## config.mk

```make
export PLATFORM = sky130hd
export DESIGN_NAME = ordered_deque_list_top
export DESIGN_NICKNAME = d
export VERILOG_FILES = /design/src/rtl/core/odl_pkg.sv /design/src/rtl/core/odl_ram.sv /design/src/rtl/core/ordered_deque_list_top.sv
export SDC_FILE = /design/constraint.sdc
export NUM_CORES = 1
export LEC_CHECK = 0
export BUFFER_PORTS_ARGS = -buffer_cell sky130_fd_sc_hd__buf_4
export CAP_MARGIN = 40
export CORE_ASPECT_RATIO = 0.6
export CORE_MARGIN = 3
export CORE_UTILIZATION = 28
export DETAILED_ROUTE_END_ITERATION = 8
export GPL_TIMING_DRIVEN = 1
export PLACE_DENSITY = 0.53
export SKIP_LAST_GASP = 1
export SYNTH_ARGS = -nofsm -noshare
export SYNTH_HDL_FRONTEND = slang
export SYNTH_SLANG_ARGS = --single-unit
```

## constraint.sdc

```tcl
create_clock -name clk -period 7.9 [get_ports clk]
set_input_delay 1.185 -clock clk [delete_from_list [all_inputs] [get_ports clk]]
set_output_delay 1.185 -clock clk [all_outputs]
set_load 0.005 [all_outputs]
```

## src/rtl/core/odl_pkg.sv

```systemverilog
// ============================================================================
// odl_pkg
// Shared widths, request codes and status codes of the ordered deque list.
// ============================================================================
package odl_pkg;

    localparam int OP_W          = 3;
    localparam int VALUE_W       = 32;
    localparam int STATUS_W      = 2;
    localparam int COUNT_FIELD_W = 5;

    localparam int S_TDATA_W = 40;
    localparam int M_TDATA_W = 40;

    localparam int REMOVED_LSB = 0;
    localparam int FOUND_BIT   = VALUE_W;
    localparam int STATUS_LSB  = VALUE_W + 1;
    localparam int COUNT_LSB   = VALUE_W + 1 + STATUS_W;

    localparam logic [OP_W-1:0] OP_PUSH_FRONT = 3'd0;
    localparam logic [OP_W-1:0] OP_PUSH_BACK  = 3'd1;
    localparam logic [OP_W-1:0] OP_INSERT     = 3'd2;
    localparam logic [OP_W-1:0] OP_POP_FRONT  = 3'd3;
    localparam logic [OP_W-1:0] OP_POP_BACK   = 3'd4;
    localparam logic [OP_W-1:0] OP_DELETE     = 3'd5;
    localparam logic [OP_W-1:0] OP_SEARCH     = 3'd6;

    localparam logic [STATUS_W-1:0] STAT_OK     = 2'd0;
    localparam logic [STATUS_W-1:0] STAT_EMPTY  = 2'd1;
    localparam logic [STATUS_W-1:0] STAT_FULL   = 2'd2;
    localparam logic [STATUS_W-1:0] STAT_ABSENT = 2'd3;

endpackage

```

## src/rtl/core/odl_ram.sv

```systemverilog
// ============================================================================
// odl_ram
// Generic simple dual-port ram, one write port and one registered read port.
// ============================================================================
module odl_ram #(
    parameter int WIDTH = 32,
    parameter int DEPTH = 16
) (
    input  logic                                      clk,
    input  logic                                      we,
    input  logic [((DEPTH > 1) ? $clog2(DEPTH) : 1)-1:0] waddr,
    input  logic [WIDTH-1:0]                          wdata,
    input  logic [((DEPTH > 1) ? $clog2(DEPTH) : 1)-1:0] raddr,
    output logic [WIDTH-1:0]                          rdata
);

    logic [WIDTH-1:0] mem [DEPTH];

    always_ff @(posedge clk)
    begin
        if (we)
        begin
            mem[waddr] <= wdata;
        end
        rdata <= mem[raddr];
    end

endmodule

```

## src/rtl/core/ordered_deque_list_top.sv

```systemverilog
// ============================================================================
// ordered_deque_list_top
// Bounded list of signed 32-bit values with deque, ordered insert, delete and
// search requests, worked by one compare unit over a ram of entries.
// ============================================================================
// usage
//   s_axis carries one request: operation and item_value. s_axis_tready is high
//   only while the sequencer is idle, so one request is worked at a time.
//   m_axis carries exactly one result per request: removed_value, found,
//   status and entry_count. The result sits in an output register, so the
//   next request is taken while a result still waits to be taken.
//   Push front and pop front shift every entry held, search and delete scan
//   the entries, delete then shifts the tail, and ordered insert checks the
//   front and back entries before it scans and shifts. A scan or a shift
//   moves one entry a cycle through the single ram read port; a scan tests
//   each entry in the shared compare unit.
//   A stalled m_axis holds the result and the sequencer waits in its last
//   step until the output register frees up.
//   Reset empties the list at once; entries are never read above the count,
//   so the ram needs no clearing pass.
// ============================================================================
module ordered_deque_list_top #(
    parameter int CAPACITY = 16
) (
    input  logic                           clk,
    input  logic                           rst_n,
    input  logic                           s_axis_tvalid,
    output logic                           s_axis_tready,
    // operation[2:0], item_value[34:3], zero fill
    input  logic [odl_pkg::S_TDATA_W-1:0]  s_axis_tdata,
    output logic                           m_axis_tvalid,
    input  logic                           m_axis_tready,
    // removed_value[31:0], found[32], status[34:33], entry_count[39:35]
    output logic [odl_pkg::M_TDATA_W-1:0]  m_axis_tdata
);

    import odl_pkg::*;

    localparam int AW = (CAPACITY > 1) ? $clog2(CAPACITY) : 1;
    localparam int CW = $clog2(CAPACITY + 1);

    typedef enum logic [3:0] {
        S_IDLE,
        S_RD_FRONT,
        S_CHK_FRONT,
        S_CHK_BACK,
        S_SCAN,
        S_SHR,
        S_SHL,
        S_PUT,
        S_DONE
    } state_t;

    state_t               state_reg, state_next;
    logic [OP_W-1:0]      op_reg, op_next;
    logic [VALUE_W-1:0]   val_reg, val_next;
    logic [CW-1:0]        cnt_reg, cnt_next;
    logic [CW-1:0]        pos_reg, pos_next;
    logic [CW-1:0]        idx_reg, idx_next;
    logic [CW-1:0]        last_reg, last_next;
    logic                 iss_reg, iss_next;
    logic                 rd_vld_reg, rd_vld_next;
    logic [CW-1:0]        rd_addr_reg, rd_addr_next;
    logic [VALUE_W-1:0]   removed_reg, removed_next;
    logic                 found_reg, found_next;
    logic [STATUS_W-1:0]  stat_reg, stat_next;
    logic                 m_tvalid_reg, m_tvalid_next;
    logic [M_TDATA_W-1:0] m_tdata_reg, m_tdata_next;

    logic [OP_W-1:0]      in_op;
    logic [VALUE_W-1:0]   in_val;
    logic                 ram_we;
    logic [AW-1:0]        ram_waddr;
    logic [VALUE_W-1:0]   ram_wdata;
    logic [AW-1:0]        ram_raddr;
    logic [VALUE_W-1:0]   ram_rdata;
    logic                 cmp_ge;
    logic                 cmp_eq;
    logic                 hit;
    logic [CW-1:0]        cnt_last;
    logic                 is_full;

    assign in_op  = s_axis_tdata[OP_W-1:0];
    assign in_val = s_axis_tdata[OP_W +: VALUE_W];

    assign s_axis_tready = (state_reg == S_IDLE);
    assign m_axis_tvalid = m_tvalid_reg;
    assign m_axis_tdata  = m_tdata_reg;

    // shared compare unit
    assign cmp_ge = $signed(ram_rdata) >= $signed(val_reg);
    assign cmp_eq = ram_rdata == val_reg;
    assign hit    = (op_reg == OP_INSERT) ? cmp_ge : cmp_eq;

    assign cnt_last = cnt_reg - CW'(1);
    assign is_full  = cnt_reg == CW'(CAPACITY);

    odl_ram #(
        .WIDTH (VALUE_W),
        .DEPTH (CAPACITY)
    ) u_ram (
        .clk   (clk),
        .we    (ram_we),
        .waddr (ram_waddr),
        .wdata (ram_wdata),
        .raddr (ram_raddr),
        .rdata (ram_rdata)
    );

    always_comb
    begin
        state_next    = state_reg;
        op_next       = op_reg;
        val_next      = val_reg;
        cnt_next      = cnt_reg;
        pos_next      = pos_reg;
        idx_next      = idx_reg;
        last_next     = last_reg;
        iss_next      = iss_reg;
        rd_vld_next   = 1'b0;
        rd_addr_next  = rd_addr_reg;
        removed_next  = removed_reg;
        found_next    = found_reg;
        stat_next     = stat_reg;
        m_tvalid_next = m_tvalid_reg && !m_axis_tready;
        m_tdata_next  = m_tdata_reg;
        ram_we        = 1'b0;
        ram_waddr     = pos_reg[AW-1:0];
        ram_wdata     = val_reg;
        ram_raddr     = '0;

        // sweep address issue for scan and shifts
        if ((state_reg == S_SCAN || state_reg == S_SHR || state_reg == S_SHL) && iss_reg)
        begin
            ram_raddr    = idx_reg[AW-1:0];
            rd_vld_next  = 1'b1;
            rd_addr_next = idx_reg;
            if (idx_reg == last_reg)
            begin
                iss_next = 1'b0;
            end
            else if (state_reg == S_SHR)
            begin
                idx_next = idx_reg - CW'(1);
            end
            else
            begin
                idx_next = idx_reg + CW'(1);
            end
        end

        unique case (state_reg)
            S_IDLE:
            begin
                if (s_axis_tvalid)
                begin
                    op_next      = in_op;
                    val_next     = in_val;
                    removed_next = '0;
                    found_next   = 1'b0;
                    stat_next    = STAT_OK;
                    state_next   = S_DONE;
                    case (in_op) inside
                        OP_PUSH_FRONT, OP_PUSH_BACK, OP_INSERT:
                        begin
                            if (is_full)
                            begin
                                stat_next = STAT_FULL;
                            end
                            else if (in_op == OP_PUSH_BACK)
                            begin
                                pos_next   = cnt_reg;
                                state_next = S_PUT;
                            end
                            else if (cnt_reg == '0)
                            begin
                                pos_next   = '0;
                                state_next = S_PUT;
                            end
                            else if (in_op == OP_PUSH_FRONT)
                            begin
                                pos_next   = '0;
                                idx_next   = cnt_last;
                                last_next  = '0;
                                iss_next   = 1'b1;
                                state_next = S_SHR;
                            end
                            else
                            begin
                                state_next = S_RD_FRONT;
                            end
                        end
                        OP_POP_FRONT, OP_POP_BACK:
                        begin
                            if (cnt_reg == '0)
                            begin
                                stat_next = STAT_EMPTY;
                            end
                            else
                            begin
                                pos_next   = (in_op == OP_POP_FRONT) ? '0 : cnt_last;
                                idx_next   = (in_op == OP_POP_FRONT) ? '0 : cnt_last;
                                last_next  = cnt_last;
                                iss_next   = 1'b1;
                                state_next = S_SHL;
                            end
                        end
                        OP_DELETE, OP_SEARCH:
                        begin
                            if (cnt_reg == '0)
                            begin
                                stat_next = (in_op == OP_DELETE) ? STAT_ABSENT : STAT_OK;
                            end
                            else
                            begin
                                idx_next   = '0;
                                last_next  = cnt_last;
                                iss_next   = 1'b1;
                                state_next = S_SCAN;
                            end
                        end
                        default:
                        begin
                            state_next = S_DONE;
                        end
                    endcase
                end
            end
            S_RD_FRONT:
            begin
                ram_raddr  = '0;
                state_next = S_CHK_FRONT;
            end
            S_CHK_FRONT:
            begin
                if (cmp_ge)
                begin
                    pos_next   = '0;
                    idx_next   = cnt_last;
                    last_next  = '0;
                    iss_next   = 1'b1;
                    state_next = S_SHR;
                end
                else
                begin
                    ram_raddr  = cnt_last[AW-1:0];
                    state_next = S_CHK_BACK;
                end
            end
            S_CHK_BACK:
            begin
                if (!cmp_ge || cmp_eq)
                begin
                    pos_next   = cnt_reg;
                    state_next = S_PUT;
                end
                else
                begin
                    idx_next   = '0;
                    last_next  = cnt_last;
                    iss_next   = 1'b1;
                    state_next = S_SCAN;
                end
            end
            S_SCAN:
            begin
                if (rd_vld_reg)
                begin
                    if (hit)
                    begin
                        pos_next    = rd_addr_reg;
                        rd_vld_next = 1'b0;
                        iss_next    = 1'b1;
                        if (op_reg == OP_INSERT)
                        begin
                            idx_next   = cnt_last;
                            last_next  = rd_addr_reg;
                            state_next = S_SHR;
                        end
                        else if (op_reg == OP_DELETE)
                        begin
                            found_next = 1'b1;
                            idx_next   = rd_addr_reg;
                            last_next  = cnt_last;
                            state_next = S_SHL;
                        end
                        else
                        begin
                            found_next = 1'b1;
                            state_next = S_DONE;
                        end
                    end
                    else if (rd_addr_reg == last_reg)
                    begin
                        stat_next  = (op_reg == OP_DELETE) ? STAT_ABSENT : STAT_OK;
                        state_next = S_DONE;
                    end
                end
            end
            S_SHR:
            begin
                if (rd_vld_reg)
                begin
                    ram_we    = 1'b1;
                    ram_waddr = AW'(rd_addr_reg + CW'(1));
                    ram_wdata = ram_rdata;
                    if (rd_addr_reg == last_reg)
                    begin
                        state_next = S_PUT;
                    end
                end
            end
            S_SHL:
            begin
                if (rd_vld_reg)
                begin
                    if (rd_addr_reg != pos_reg)
                    begin
                        ram_we    = 1'b1;
                        ram_waddr = AW'(rd_addr_reg - CW'(1));
                        ram_wdata = ram_rdata;
                    end
                    else if (op_reg == OP_POP_FRONT || op_reg == OP_POP_BACK)
                    begin
                        removed_next = ram_rdata;
                    end
                    if (rd_addr_reg == last_reg)
                    begin
                        cnt_next   = cnt_last;
                        state_next = S_DONE;
                    end
                end
            end
            S_PUT:
            begin
                ram_we     = 1'b1;
                ram_waddr  = pos_reg[AW-1:0];
                ram_wdata  = val_reg;
                cnt_next   = cnt_reg + CW'(1);
                state_next = S_DONE;
            end
            S_DONE:
            begin
                if (!m_tvalid_reg || m_axis_tready)
                begin
                    m_tvalid_next = 1'b1;
                    m_tdata_next  = {COUNT_FIELD_W'(cnt_reg), stat_reg, found_reg,
                                     removed_reg};
                    state_next    = S_IDLE;
                end
            end
            default:
            begin
                state_next = S_IDLE;
            end
        endcase
    end

    always_ff @(posedge clk or negedge rst_n)
    begin
        if (!rst_n)
        begin
            state_reg    <= S_IDLE;
            cnt_reg      <= '0;
            iss_reg      <= 1'b0;
            rd_vld_reg   <= 1'b0;
            m_tvalid_reg <= 1'b0;
        end
        else
        begin
            state_reg    <= state_next;
            cnt_reg      <= cnt_next;
            iss_reg      <= iss_next;
            rd_vld_reg   <= rd_vld_next;
            m_tvalid_reg <= m_tvalid_next;
        end
    end

    always_ff @(posedge clk)
    begin
        op_reg      <= op_next;
        val_reg     <= val_next;
        pos_reg     <= pos_next;
        idx_reg     <= idx_next;
        last_reg    <= last_next;
        rd_addr_reg <= rd_addr_next;
        removed_reg <= removed_next;
        found_reg   <= found_next;
        stat_reg    <= stat_next;
        m_tdata_reg <= m_tdata_next;
    end

endmodule

```

Word-level counts from Yosys, hierarchy flattened. Memory sizes are Yosys's and may differ from the RTL's. A register that Yosys moved wholly into a read port is not among the register bits. Index checks and enable logic that the tools add are counted. Widths: inputs -> output; s select.

Register bits: 142. RAM bits: 512. Bits of input ports: 44. Word-level logic and storage cells: 236. Memories: 1.

Memories: u_ram.mem (depth 16, width 32, read ports 1, clocked after memory_dff 1, write ports 1, line odl_ram.sv:17) `logic [WIDTH-1:0] mem [DEPTH];`.

Add/sub/neg operators: 6. $lt $le $gt $ge: 1. Equality and inequality tests: 48. Muxes and demuxes: 136. Reduce and logical (&&, ||, !) cells: 29.

Operators with widths (number): $mux 5 (47); $mux 32 (7); $pmux 32 s2 (2); $mux 4 (21); $pmux 5 s4 (3); $pmux 4 s9 (1); $eq 32x32->1 (1); $ge 32x32->1 (1); $mux 1 (32); $mux 2 (12); $ne 2x2->1 const B (12); $eq 4x3->1 const B (4); $pmux 4 s2 (2); $eq 3x3->1 const B (5); $reduce_and 5->1 (3); $eq 3x2->1 const B (4); $mux 3 (4); $ne 3x3->1 const B (4); $reduce_and 12->1 (1); $add 5x1->5 const B (2); $eq 5x5->1 (2); $pmux 5 s2 (1); $reduce_and 10->1 (1); $sub 5x1->5 const B (2); 30 further kinds (46).

Longest topological paths before layout.
Depth in word-level cells: 12. Mapped depth: 15. Gate-level depth less buffers: 11.

Modules after synthesis. From an unflattened synthesis, not the netlist that was laid out.

Cell total of the unflattened synthesis: 1587. Area total of the unflattened synthesis: 27612.7 um2.

Modules (own cells, without submodules): odl_ram (times used 1, cells an instance 838, area an instance 19836.5 um2, seq. area each 16015.4 um2); ordered_deque_list_top (times used 1, cells an instance 749, area an instance 7776.2 um2, seq. area each 4154.0 um2).

Least setup slack after synthesis. OpenSTA, ideal clock, no wires.

Path type: register -> register. Start point: reg rd_addr_reg[1]. End point: mem u_ram.mem[3][0], enable pin. Arrival: 3448 ps. Setup slack: 4031 ps. Cell stages (with the launch flop): 12. Path buffers: 2. Period minus slack after synthesis: 3869 ps. Path through: edfxtp_1 -> clkbuf_1 -> xor2_1 -> nor3_1 -> nand3_1 -> and3_1 -> clkbuf_1 -> nand2_1 -> o311ai_0 -> a221oi_1 -> nand2_1 -> nor2_1.

Word-level cells in the longest chain between the ends: 6. Elaborated cells on any way between the ends: 12.

RTL lines: start: declaration (line ordered_deque_list_top.sv:63) `logic [CW-1:0] rd_addr_reg, rd_addr_next;`; start signal: assignment (line ordered_deque_list_top.sv:386) `rd_addr_reg <= rd_addr_next;`; $ne 5x5->1 (line ordered_deque_list_top.sv:317) `if (rd_addr_reg != pos_reg)`; $mux 1 (line ordered_deque_list_top.sv:317); $mux 1 (line ordered_deque_list_top.sv:315) `if (rd_vld_reg)`; $pmux 1 s3 (line ordered_deque_list_top.sv:152) `unique case (state_reg)`; $mux 1 (line odl_ram.sv:21) `if (we)`; $mux 1 (not written as such) (line odl_ram.sv:23) `mem[waddr] <= wdata;`; end: declaration (line odl_ram.sv:17).

Several ways; a longest one is shown, not always the timed one.

Final worst setup path.
Start point: reg val_reg[31]. End point: reg u_ram.rdata[8] (read register of u_ram.mem).

Word-level cells in the longest chain between the ends: 3.

RTL lines: start: declaration (line ordered_deque_list_top.sv:56) `logic [VALUE_W-1:0] val_reg, val_next;`; start signal: assignment (line ordered_deque_list_top.sv:382) `val_reg <= val_next;`; $ge 32x32->1 (line ordered_deque_list_top.sv:91) `assign cmp_ge = $signed(ram_rdata) >= $signed(val_reg);`; $mux 4 (line ordered_deque_list_top.sv:236) `if (cmp_ge)`; $pmux 4 s2 (line ordered_deque_list_top.sv:152); end: declaration (line odl_ram.sv:14) `output logic [WIDTH-1:0] rdata`.

No other way between the ends. A chain may end at the register's enable or synchronous reset.

==> metrics.cfg <==
[logic_synthesis]
synth_edf_count=637
synth.avg_cell_area_um2=15.3
synth_top_flop_cell=edfxtp_1
yosys_warnings=0
synthCells=1831
synth-seq-cells=686
synth_fp_nets=1912
yosysUniqueCellTypes=64
synth_area_um2=28000
seq_area_frac_synth_pct=72.1
synthArstFlopShare_pct=1.75

[job]
drv_cap=0

[pwr]
switching_share_pct=34.4
power_density_nw_per_um2=377
ir_drop_uv=231
pwr-share-seq_pct=41.8
cellInternalPower_mw=8.12
switchingPower_mw=4.26
power.share.clock_pct=27.0
comb_power_share_pct=31.2
leakagePower_nw=12.3

[placement]
dp_hpwl_mm=44.0
dp_worst_setup_slack_ns=2.01
place_area_um2=30600
gp_congestion=0.859
numPortBuffers=80

[cts]
cts-root-buf=clkbuf_16
cts_tree=built
cts_setup_buffers=0
cts_hold_buf=0
insertion_delay_ns=0.61
cts_resized=0
cts.clk_slew.worst_paths_ns=0.06
cts.sinks=686
htree_levels=3
cts_buffers=70
cts_buffer_depth=3

[cells_and_area]
top_register=u_ram.mem
final_area_um2=32900
largest_reg_flops=512
multi_input_area_um2=7300
drive_gt1_share_pct=15.0
fill_cells=9501
fin_util_pct=33.3
areaGrowthSynthToFinish_pct=17.5
area.sequential_um2=20200
finalNetCount=2042
antenna_cells=0

[status]
outcome=completed

[floorplan]
start_util_pct=28.4
chipWidth_um=414
ioPinCount=86
core-area_um2=98700
die_y_um=251
dieArea_um2=104000
placementRows=89

[route]
ant_nets=0
wirelength_mm=75.9
num_vias=16300
drt_iter0_markers=1573
wire_per_inst_um=22.8
viasPerCell=4.90
drc=0
drt-pass1-iter-count=5

[sta]
worstMarginPinSlew_ns=0.937
slew_headroom_pct=37.3
rsz0062_at_grt=no
final.setup_skew_ns=0.0231
drv_slew=0
tns_ns=0
setup_violations=0
fin_crit_sh_pct=74.8
fin_crit_ns=5.91
fmax_ghz=0.169
worst_slack_ns=1.99
hold_viol=0

[critical_path]
cp_slowest_cell=or4_1
start_kind=flip-flop
crit_path_max_fanout=18
required_ns=8.38
crit_buf_inv=3
worstPathCellList=inv_1 > ha_1 > nand4_2 > or4_4 > or4_1 > and2_4 > a32o_1 > nor2_2 > buf_4 > nand3b_2 > buf_4 > o22ai_1 > or4_1
end_kind=flip-flop
max_stage_delay_ns=0.72
critical_path_class=flip-flop to flip-flop
r2r-start=val_reg[31]
r2r_cells=13
critPathTopFamily=simple AND/OR/NAND/NOR gates
arrival_ns=6.39
r2r_setup_slack_ns=1.99
r2r-end=u_ram.rdata[8]

[grt]
grt_pass1_vias=16300
grtUsageTotal_pct=14.3
grt_pass1_wl_mm=110
grt_antenna_before_repair=1
grt_overflow_total=0
grt_max_degree=90

[hold_path]
hold_path.class=primary input to async pin

-- metrics by stage --
step,hold slack [ns],instances,total power [mW]
floorplan,0.400,1831,7.65
global route,0.400,3334,13.0
detailed placement,0.405,3207,9.10
finish,0.415,3334,12.4
CTS,0.378,3333,12.5
global placement,0.404,3197,8.97
-- synth_stat cells (35+ instances only) --
library cell	n	share of area, %
and2_1	36	0.80
nor2_1	66	0.89
a21oi_1	58	1.0
mux2i_1	258	9.2
o21ai_0	83	1.5
ha_1	37	1.7
edfxtp_1	637	68
o22ai_1	136	3.0
nand2_1	91	1.2
clkbuf_1	45	0.60
buf_2	40	0.72
inv_1	48	0.64
or4_1	35	0.94
dfxtp_1	37	2.6
-- power by group through the flow --
stage                     Sequential [mW]  Combinational (mW)  Clock, mW
final                                5.17                3.87       3.34
after detailed placement             5.24                3.86          0
after CTS                            5.17                3.87       3.43
after global placement               5.24                3.73          0
after global routing                 5.21                4.20       3.59
after floorplan                      5.05                2.60          0
-- final cells by class --
class | count | area share [%]
multi-input cells | 997 | 22.2
flip-flops and latches | 686 | 61.3
well taps | 1319 | 5.02
clock buffers | 88 | 5.85
repair buffers | 158 | 3.87
inverters | 48 | 0.548
clock inverters | 38 | 1.16
-- cell families (layout without fill, tap and decap cells) --
| group | count (synthesis) | count (layout) | share of synthesized area (%) |
|---|---|---|---|
| AOI/OAI and AO/OA | 341 | 341 | 7.43 |
| xor gates and xnor gates | 35 | 35 | 1.10 |
| adders and majority gates | 37 | 37 | 1.65 |
| buffers and inverters | 148 | 332 | 2.41 |
| DFF | 686 | 686 | 72.1 |
| muxes | 259 | 259 | 9.27 |
| and+or+nand+nor | 325 | 325 | 6.06 |
-- layer usage --
metal  vias to the layer above  track usage [%]  wire length, um
li1                       7389                -                -
met1                      8302             20.2            34800
met5                         -                0                0
met4                         0             3.73             1510
met2                       521             22.8            34900
met3                       116             2.45             4730
-- how the worst max path moves through the flow --
| stage | start | endpoint | cells after the start |
|---|---|---|---|
| 2_1_floorplan | rd_addr_reg[1] | u_ram.mem[3][0] | 11 |
| 3_3_place_gp | val_reg[31] | u_ram.rdata[9] | 13 |
| 3_5_place_dp | val_reg[31] | u_ram.rdata[9] | 13 |
| 4_1_cts | val_reg[31] | u_ram.rdata[5] | 13 |
| 5_1_grt | val_reg[31] | u_ram.rdata[9] | 13 |
| 6_report | val_reg[31] | u_ram.rdata[8] | 13 |
-- layout by cell type, fill, tap and decap left out, types with 8 or more instances in the layout --
master and count:
nor2_1 48, buf_4 147, nand2_1 91, inv_1 47, nand2b_1 13, clkinv_2 10
clkinv_1 10, dfrtp_1 12, or4_1 35, edfxtp_1 637, nand4_1 10, mux2i_1 258
o21ai_0 82, xor2_1 16, clkbuf_1 11, ha_1 37, and2_1 36, nor2_4 19
o22ai_1 136, a221oi_1 8, xnor2_1 19, nand3_1 17, nor3_1 16, a21oi_1 56
clkbuf_16 73, dfxtp_1 37
Power figures use the tool's default switching activity.
